`src/sv/mcsf_pkg.sv`:
```
// ----------------------------------------------------------------------------
// mcsf_pkg
// shared types, constants and helpers of the midpoint circle span filler
// ----------------------------------------------------------------------------
package mcsf_pkg;

    localparam int MAX_RADIUS  = 63;
    localparam int COORD_WIDTH = 16;
    localparam int MAX_RESULTS = 48;
    localparam int QUEUE_DEPTH = 2;

    localparam int RADIUS_W   = 6;
    localparam int STEP_W     = 6;
    localparam int DECISION_W = 10;
    localparam int COUNT_W    = $clog2(MAX_RESULTS + 1);
    localparam int QPTR_W     = $clog2(QUEUE_DEPTH);
    localparam int QCNT_W     = $clog2(QUEUE_DEPTH + 1);

    localparam logic [15:0] COORD_MASK = (COORD_WIDTH >= 16) ? 16'hFFFF :
        16'((32'd1 << COORD_WIDTH) - 32'd1);

    typedef struct packed {
        logic signed [15:0] centre_x;
        logic signed [15:0] centre_y;
        logic [5:0]         radius;
        logic [31:0]        colour;
    } request_t;

    typedef struct packed {
        logic signed [15:0] narrow_left;
        logic signed [15:0] narrow_right;
        logic signed [15:0] wide_left;
        logic signed [15:0] wide_right;
        logic signed [15:0] row_top_outer;
        logic signed [15:0] row_top_inner;
        logic signed [15:0] row_bottom_outer;
        logic signed [15:0] row_bottom_inner;
        logic [31:0]        span_colour;
        logic               last_pass;
    } result_t;

    // a circle that will produce spans, radius already saturated
    typedef struct packed {
        logic signed [15:0]  centre_x;
        logic signed [15:0]  centre_y;
        logic [RADIUS_W-1:0] radius;
        logic [31:0]         colour;
    } job_t;

    typedef struct packed {
        logic full;
        logic empty;
    } queue_status_t;

    typedef enum logic {
        BK_IDLE,
        BK_RUN
    } back_state_t;

    function automatic logic signed [15:0] wrap_coord(input logic [15:0] v);
        return signed'(v & COORD_MASK);
    endfunction

endpackage

```
`src/sv/mcsf_front.sv`:
```
// ----------------------------------------------------------------------------
// mcsf_front
// takes circle requests, saturates the radius and drops empty circles
// ----------------------------------------------------------------------------
module mcsf_front
    import mcsf_pkg::*;
(
    input  logic          start,
    input  request_t      request,
    input  queue_status_t q_status,
    output logic          busy,
    output logic          push,
    output job_t          push_job
);

    logic accept;
    logic [RADIUS_W-1:0] radius_sat;

    always_comb
    begin
        accept = start && !q_status.full;
        if ({1'b0, request.radius} > 7'(MAX_RADIUS))
        begin
            radius_sat = RADIUS_W'(MAX_RADIUS);
        end
        else
        begin
            radius_sat = request.radius;
        end
        // zero radius is taken but yields nothing, so it never enters the queue
        push              = accept && (radius_sat != '0);
        push_job.centre_x = request.centre_x;
        push_job.centre_y = request.centre_y;
        push_job.radius   = radius_sat;
        push_job.colour   = request.colour;
    end

    assign busy = q_status.full;

endmodule

```
`src/sv/mcsf_queue.sv`:
```
// ----------------------------------------------------------------------------
// mcsf_queue
// short job queue between the request front and the span sequencer
// ----------------------------------------------------------------------------
module mcsf_queue
    import mcsf_pkg::*;
(
    input  logic          clk,
    input  logic          rst_n,
    input  logic          push,
    input  job_t          push_job,
    input  logic          pop,
    output job_t          pop_job,
    output queue_status_t q_status
);

    job_t              entry_reg [QUEUE_DEPTH];
    logic [QPTR_W-1:0] wr_ptr_reg;
    logic [QPTR_W-1:0] wr_ptr_next;
    logic [QPTR_W-1:0] rd_ptr_reg;
    logic [QPTR_W-1:0] rd_ptr_next;
    logic [QCNT_W-1:0] count_reg;
    logic [QCNT_W-1:0] count_next;

    always_comb
    begin
        wr_ptr_next = wr_ptr_reg;
        rd_ptr_next = rd_ptr_reg;
        count_next  = count_reg;
        if (push)
        begin
            wr_ptr_next = (wr_ptr_reg == QPTR_W'(QUEUE_DEPTH - 1)) ? '0 : wr_ptr_reg + 1'b1;
        end
        if (pop)
        begin
            rd_ptr_next = (rd_ptr_reg == QPTR_W'(QUEUE_DEPTH - 1)) ? '0 : rd_ptr_reg + 1'b1;
        end
        if (push && !pop)
        begin
            count_next = count_reg + 1'b1;
        end
        else if (pop && !push)
        begin
            count_next = count_reg - 1'b1;
        end
    end

    always_ff @(posedge clk or negedge rst_n)
    begin
        if (!rst_n)
        begin
            wr_ptr_reg <= '0;
            rd_ptr_reg <= '0;
            count_reg  <= '0;
        end
        else
        begin
            wr_ptr_reg <= wr_ptr_next;
            rd_ptr_reg <= rd_ptr_next;
            count_reg  <= count_next;
        end
    end

    always_ff @(posedge clk)
    begin
        if (push)
        begin
            entry_reg[wr_ptr_reg] <= push_job;
        end
    end

    assign pop_job        = entry_reg[rd_ptr_reg];
    assign q_status.full  = (count_reg == QCNT_W'(QUEUE_DEPTH));
    assign q_status.empty = (count_reg == '0);

endmodule

```
`src/sv/mcsf_back.sv`:
```
// ----------------------------------------------------------------------------
// mcsf_back
// midpoint circle sequencer, one span group per cycle while a circle is running
// ----------------------------------------------------------------------------
module mcsf_back
    import mcsf_pkg::*;
(
    input  logic          clk,
    input  logic          rst_n,
    input  queue_status_t q_status,
    input  job_t          pop_job,
    output logic          pop,
    output logic          result_strobe,
    output result_t       result
);

    back_state_t state_reg;
    back_state_t state_next;

    logic signed [15:0]            cx_reg;
    logic signed [15:0]            cx_next;
    logic signed [15:0]            cy_reg;
    logic signed [15:0]            cy_next;
    logic [31:0]                   colour_reg;
    logic [31:0]                   colour_next;
    logic [STEP_W-1:0]             sx_reg;
    logic [STEP_W-1:0]             sx_next;
    logic [STEP_W-1:0]             sy_reg;
    logic [STEP_W-1:0]             sy_next;
    logic signed [DECISION_W-1:0]  d_reg;
    logic signed [DECISION_W-1:0]  d_next;
    logic [COUNT_W-1:0]            count_reg;
    logic [COUNT_W-1:0]            count_next;
    logic                          strobe_reg;
    logic                          strobe_next;
    result_t                       result_reg;
    result_t                       result_next;

    logic [15:0]                   sx_ext;
    logic [15:0]                   sy_ext;
    logic signed [DECISION_W-1:0]  sx_d;
    logic signed [DECISION_W-1:0]  sy_d;
    logic                          last;

    always_comb
    begin
        state_next  = state_reg;
        cx_next     = cx_reg;
        cy_next     = cy_reg;
        colour_next = colour_reg;
        sx_next     = sx_reg;
        sy_next     = sy_reg;
        d_next      = d_reg;
        count_next  = count_reg;
        strobe_next = 1'b0;
        result_next = result_reg;
        pop         = 1'b0;
        last        = 1'b0;
        sx_ext      = 16'(sx_reg);
        sy_ext      = 16'(sy_reg);
        sx_d        = signed'(DECISION_W'(sx_reg));
        sy_d        = signed'(DECISION_W'(sy_reg));

        case (state_reg)
            BK_IDLE:
            begin
                if (!q_status.empty)
                begin
                    pop         = 1'b1;
                    cx_next     = pop_job.centre_x;
                    cy_next     = pop_job.centre_y;
                    colour_next = pop_job.colour;
                    sx_next     = '0;
                    sy_next     = STEP_W'(pop_job.radius);
                    d_next      = DECISION_W'(3) -
                                  (signed'(DECISION_W'(pop_job.radius)) <<< 1);
                    count_next  = '0;
                    state_next  = BK_RUN;
                end
            end
            BK_RUN:
            begin
                result_next.narrow_left      = wrap_coord(cx_reg - sx_ext);
                result_next.narrow_right     = wrap_coord(cx_reg + sx_ext);
                result_next.wide_left        = wrap_coord(cx_reg - sy_ext);
                result_next.wide_right       = wrap_coord(cx_reg + sy_ext);
                result_next.row_top_outer    = wrap_coord(cy_reg - sy_ext);
                result_next.row_top_inner    = wrap_coord(cy_reg - sx_ext);
                result_next.row_bottom_outer = wrap_coord(cy_reg + sy_ext);
                result_next.row_bottom_inner = wrap_coord(cy_reg + sx_ext);
                result_next.span_colour      = colour_reg;

                if (d_reg < 0)
                begin
                    d_next = d_reg + (sx_d <<< 2) + DECISION_W'(6);
                end
                else
                begin
                    d_next  = d_reg + ((sx_d - sy_d) <<< 2) + DECISION_W'(10);
                    sy_next = sy_reg - 1'b1;
                end
                sx_next    = sx_reg + 1'b1;
                count_next = count_reg + 1'b1;
                last       = (sy_next < sx_next) || (count_next >= COUNT_W'(MAX_RESULTS));

                result_next.last_pass = last;
                strobe_next           = 1'b1;
                if (last)
                begin
                    state_next = BK_IDLE;
                end
            end
            default:
            begin
                state_next = BK_IDLE;
            end
        endcase
    end

    always_ff @(posedge clk or negedge rst_n)
    begin
        if (!rst_n)
        begin
            state_reg  <= BK_IDLE;
            strobe_reg <= 1'b0;
        end
        else
        begin
            state_reg  <= state_next;
            strobe_reg <= strobe_next;
        end
    end

    always_ff @(posedge clk)
    begin
        cx_reg     <= cx_next;
        cy_reg     <= cy_next;
        colour_reg <= colour_next;
        sx_reg     <= sx_next;
        sy_reg     <= sy_next;
        d_reg      <= d_next;
        count_reg  <= count_next;
        result_reg <= result_next;
    end

    assign result_strobe = strobe_reg;
    assign result        = result_reg;

endmodule

```
`src/sv/midpoint_circle_span_fill.sv`:
```
// ----------------------------------------------------------------------------
// midpoint_circle_span_fill
// filled circle span generator using the integer midpoint recurrence
// ----------------------------------------------------------------------------
// for a request taken while the sequencer is idle, the first span group reaches the
//   ports once the sequencer has popped the job and formed and registered the group
// throughput: one span group per cycle while a circle is in the sequencer;
//   between circles the sequencer passes through idle to pop the next job;
//   a two-entry job queue lets requests queue up
// busy is high while the job queue is full; zero-radius requests give nothing
// reset: asynchronous, clears queue, sequencer state and result strobe
module midpoint_circle_span_fill
    import mcsf_pkg::*;
(
    input  logic     clk,
    input  logic     rst_n,
    input  logic     start,
    input  request_t request,
    output logic     busy,
    output logic     result_strobe,
    output result_t  result
);

    queue_status_t q_status;
    logic          push;
    logic          pop;
    job_t          push_job;
    job_t          pop_job;

    mcsf_front u_front (
        .start    (start),
        .request  (request),
        .q_status (q_status),
        .busy     (busy),
        .push     (push),
        .push_job (push_job)
    );

    mcsf_queue u_queue (
        .clk      (clk),
        .rst_n    (rst_n),
        .push     (push),
        .push_job (push_job),
        .pop      (pop),
        .pop_job  (pop_job),
        .q_status (q_status)
    );

    mcsf_back u_back (
        .clk           (clk),
        .rst_n         (rst_n),
        .q_status      (q_status),
        .pop_job       (pop_job),
        .pop           (pop),
        .result_strobe (result_strobe),
        .result        (result)
    );

    // the sequencer returns to idle after the final pass, so no span group directly follows it
    a_gap_after_last: assert property (@(posedge clk) disable iff (!rst_n)
        result_strobe && result.last_pass |=> !result_strobe)
        else $error("span group right after final pass");

    a_full_not_empty: assert property (@(posedge clk) disable iff (!rst_n)
        q_status.full |-> !q_status.empty)
        else $error("job queue both full and empty");

    a_push_lands: assert property (@(posedge clk) disable iff (!rst_n)
        push && q_status.empty |=> !q_status.empty)
        else $error("queued job lost");

    a_no_pop_empty: assert property (@(posedge clk) disable iff (!rst_n)
        pop |-> !q_status.empty)
        else $error("pop from empty job queue");

endmodule
```
`config.mk`:
```
export PLATFORM = sky130hd
export DESIGN_NAME = midpoint_circle_span_fill
export DESIGN_NICKNAME = d
export VERILOG_FILES = /design/src/sv/mcsf_pkg.sv /design/src/sv/mcsf_front.sv /design/src/sv/mcsf_queue.sv /design/src/sv/mcsf_back.sv /design/src/sv/midpoint_circle_span_fill.sv
export SDC_FILE = /design/constraint.sdc
export NUM_CORES = 1
export LEC_CHECK = 0
export BUFFER_PORTS_ARGS = -buffer_cell sky130_fd_sc_hd__buf_2
export CORE_ASPECT_RATIO = 0.7
export CORE_MARGIN = 10
export CORE_UTILIZATION = 28
export CTS_CLUSTER_SIZE = 20
export DETAILED_ROUTE_END_ITERATION = 12
export PLACE_DENSITY = 0.55
export SETUP_SLACK_MARGIN = 0.4
export SYNTH_ARGS = -nofsm -noshare
export SYNTH_HDL_FRONTEND = slang
export SYNTH_SLANG_ARGS = --single-unit
```
`constraint.sdc`:
```
create_clock -name clk -period 20 [get_ports clk]
set_input_delay 1 -clock clk [delete_from_list [all_inputs] [get_ports clk]]
set_output_delay 1 -clock clk [all_outputs]
set_load 0.005 [all_outputs]
```
==> metrics <==
mean instance size in the synthesized netlist=between 10 and 15 µm²; RSZ-0062 raised after global routing=no; number of max-capacitance violations reported=0; maximum number of pins on one net before global-route repair=about 170; Hold Path Class=input pin to asynchronous set/reset pin; width of the die=about 320 µm; async set-or-reset flop fraction in the synthesized netlist=0.0152; number of detailed-route iterations in the first pass=5; number of buffer cells added on primary ports=between 200 and 250; Final Instance Area=21600 µm²; peak supply drop=~0.16 mV; endpoint required time on the critical path=slightly above 20 ns; number of global-route vias before repair=roughly 11k; cell area power density=slightly above 200 nW/µm²; final period demand of the worst path=between 3 and 4 ns; fraction of layout cells with a size suffix above 1=0.246; root buffer selected by CTS=sky130_fd_sc_hd__clkbuf_16; I/O pin count=approximately 240; effective utilization at floorplan=0.284; Hold Worst Slack=0.268 ns; sum of overflow across all layers after global routing=0; clock transition at the register clock pins on the worst setup and hold paths after CTS=approximately 0.070 ns; number of instances in the synthesized netlist=1252; number of cell rows=between 70 and 80; Final period util=0.195; kind of start point of the critical path=flip-flop; placeable core region=63500 µm²; top cell types by occurrence after synthesis=sky130_fd_sc_hd__edfxtp_1 (388), sky130_fd_sc_hd__ha_1 (91), sky130_fd_sc_hd__xnor2_1 (77); final-layout setup total negative slack=0 ns; final number of hold-violating endpoints=0; WL final=47800 µm; synthesis-to-layout area growth=19.8%; Avg WL per Cell=about 20 µm; first-pass GRT wire length=70100 µm; Setup Buffers After CTS=0; initial antenna violation count=11; total global routing track utilization=0.123; EDFF count, synth=388; total chip power=0.00439 W; post-synthesis sequential area ratio=0.655; area of the die=75100 µm²; register bit count reported by yosys=just under 400; category of the most critical setup path=flip-flop to flip-flop; placement-stage cell area=20100 µm²; cell type with the highest aggregate area in the netlist=sky130_fd_sc_hd__edfxtp_1; Yosys warning count=0; post-cts sizing count=0; max FFs per register=roughly 160; Via Count=between 10k and 15k; total CTS buffers=42; DR DRC count=0; DR iter-0 viols=955; vertical extent of the die=232 µm; arrival time of data at the critical path endpoint=approximately 4.2 ns; net count after synthesis=1427; setup-violating endpoint count in the final report=0; DP Worst Slack=about 16 ns; final HPWL from detailed placement=roughly 34000 µm; clock latency at the later pin of the worst-skew pair=about 0.56 ns; nets@finish=around 1.7k; minimum setup slack in the final design=around 16 ns; highest attainable clock frequency=around 260 MHz; H-Tree Depth=2; clk_skew=approximately 0.022 ns; Worst Max-Slew Pin Slew=roughly 1.1 ns; number of hold-repair buffers added at the cts stage=0; crit-path max FO=8; distinct cell type count after synthesis=63; combined area of all synthesized cells=~18000 µm²; clock sink total=394; main flop type after synthesis=sky130_fd_sc_hd__edfxtp_1; max_slew headroom=0.261; final antenna-violating net count=0; result of the run=finished, final reports clean; most frequent cell after synthesis=sky130_fd_sc_hd__edfxtp_1; Bufs on Longest Clock Path=3; detail-routed via count per cell=between 4 and 5; Setup crit end kind=flip-flop; CTS tree=yes; leading cell types by total area after synthesis=sky130_fd_sc_hd__edfxtp_1 (65%), sky130_fd_sc_hd__ha_1 (6.3%), sky130_fd_sc_hd__xnor2_1 (3.7%); Synth top area share=0.646; total leakage power=8.11 nW; GPL Wtd Cong=0.848; max-slew violation total from the final report=0
## layer usage
layer | GRT usage | wire length, µm
met3 | 0.0411 | 4660
met1 | 0.171 | 21600
met5 | 0 | 101
met2 | 0.184 | 20600
met4 | 0.0223 | 726
## through the flow
step | utilization | std cells
2_1_floorplan | - | 1252
3_3_place_gp | 0.317 | 2274
3_5_place_dp | 0.317 | 2274
4_1_cts | 0.340 | 2351
5_1_grt | 0.340 | 2352
6_report | 0.340 | 2354
## power breakdown
| group | internal (W) | total [W] | switching, W |
|---|---|---|---|
| logic | 0.000739 | 0.00186 | 0.00112 |
| clock network | 0.000505 | 0.000837 | 0.000332 |
| registers | 0.00144 | 0.00169 | 0.000246 |
## kinds of logic after synthesis
kind of cell | share of synthesized area
multiplexers | 0.0461
adder cells (fa/ha/maj) | 0.0754
AND/OR/NAND/NOR | 0.0754
AO/OA/AOI/OAI | 0.0572
flip-flops | 0.655
XOR/XNOR | 0.0651
buffers and inverters | 0.0262
## path summary, 6_finish.rpt
check,from,to,slack [ns],depth (start not counted)
setup / recovery,u_back.sy_reg[1]$_DFFE_PP_,u_back.d_reg[9]$_DFFE_PP_,16.09,13
hold / removal,rst_n,u_back.state_reg$_DFF_PN0_,0.27,1
setup reg to reg,u_back.sy_reg[1]$_DFFE_PP_,u_back.d_reg[9]$_DFFE_PP_,16.09,13
hold reg to reg,u_back.colour_reg[17]$_DFFE_PP_,u_back.result[18]$_DFFE_PP_,0.42,0
max in group asynchronous,rst_n,u_queue.rd_ptr_reg$_DFFE_PN0P_,19.53,1
min in group clk,u_back.colour_reg[17]$_DFFE_PP_,u_back.result[18]$_DFFE_PP_,0.42,0
## placed cells by master, fill, tap and decap left out, types with 46 or more instances in the layout
cell type,Yosys,final
sky130_fd_sc_hd__nor2_1,69,67
sky130_fd_sc_hd__ha_1,91,91
sky130_fd_sc_hd__mux2_2,57,57
sky130_fd_sc_hd__a21oi_1,54,54
sky130_fd_sc_hd__nand2_1,46,46
sky130_fd_sc_hd__edfxtp_1,388,388
sky130_fd_sc_hd__buf_2,2,235
sky130_fd_sc_hd__xor2_1,57,57
sky130_fd_sc_hd__xnor2_1,77,77
sky130_fd_sc_hd__inv_1,70,70
## final cells by class
| class | count | area (µm²) |
|---|---|---|
| fill | 6184 | 41900 |
| sequential | 394 | 11800 |
| multi-input combinational | 739 | 5770 |
| timing repair buffer | 240 | 1230 |
| clock buffer | 53 | 1120 |
| tap | 829 | 1040 |
| clock inverter | 24 | 354 |
| inverter | 72 | 270 |
| antenna | 3 | 7.51 |
## critical path, stage by stage, from the launching register on
cell	delay [ns]
sky130_fd_sc_hd__edfxtp_1	0.52
sky130_fd_sc_hd__inv_1	0.37
sky130_fd_sc_hd__ha_1	0.30
sky130_fd_sc_hd__nor2b_1	0.13
sky130_fd_sc_hd__o21ai_1	0.16
sky130_fd_sc_hd__a21boi_0	0.15
sky130_fd_sc_hd__or4b_1	0.49
sky130_fd_sc_hd__nand3_1	0.11
sky130_fd_sc_hd__ha_1	0.23
sky130_fd_sc_hd__ha_1	0.24
sky130_fd_sc_hd__or4_1	0.55
sky130_fd_sc_hd__o22ai_1	0.17
sky130_fd_sc_hd__xnor2_1	0.14
sky130_fd_sc_hd__o31ai_1	0.08
Power figures use the tool's default switching activity.
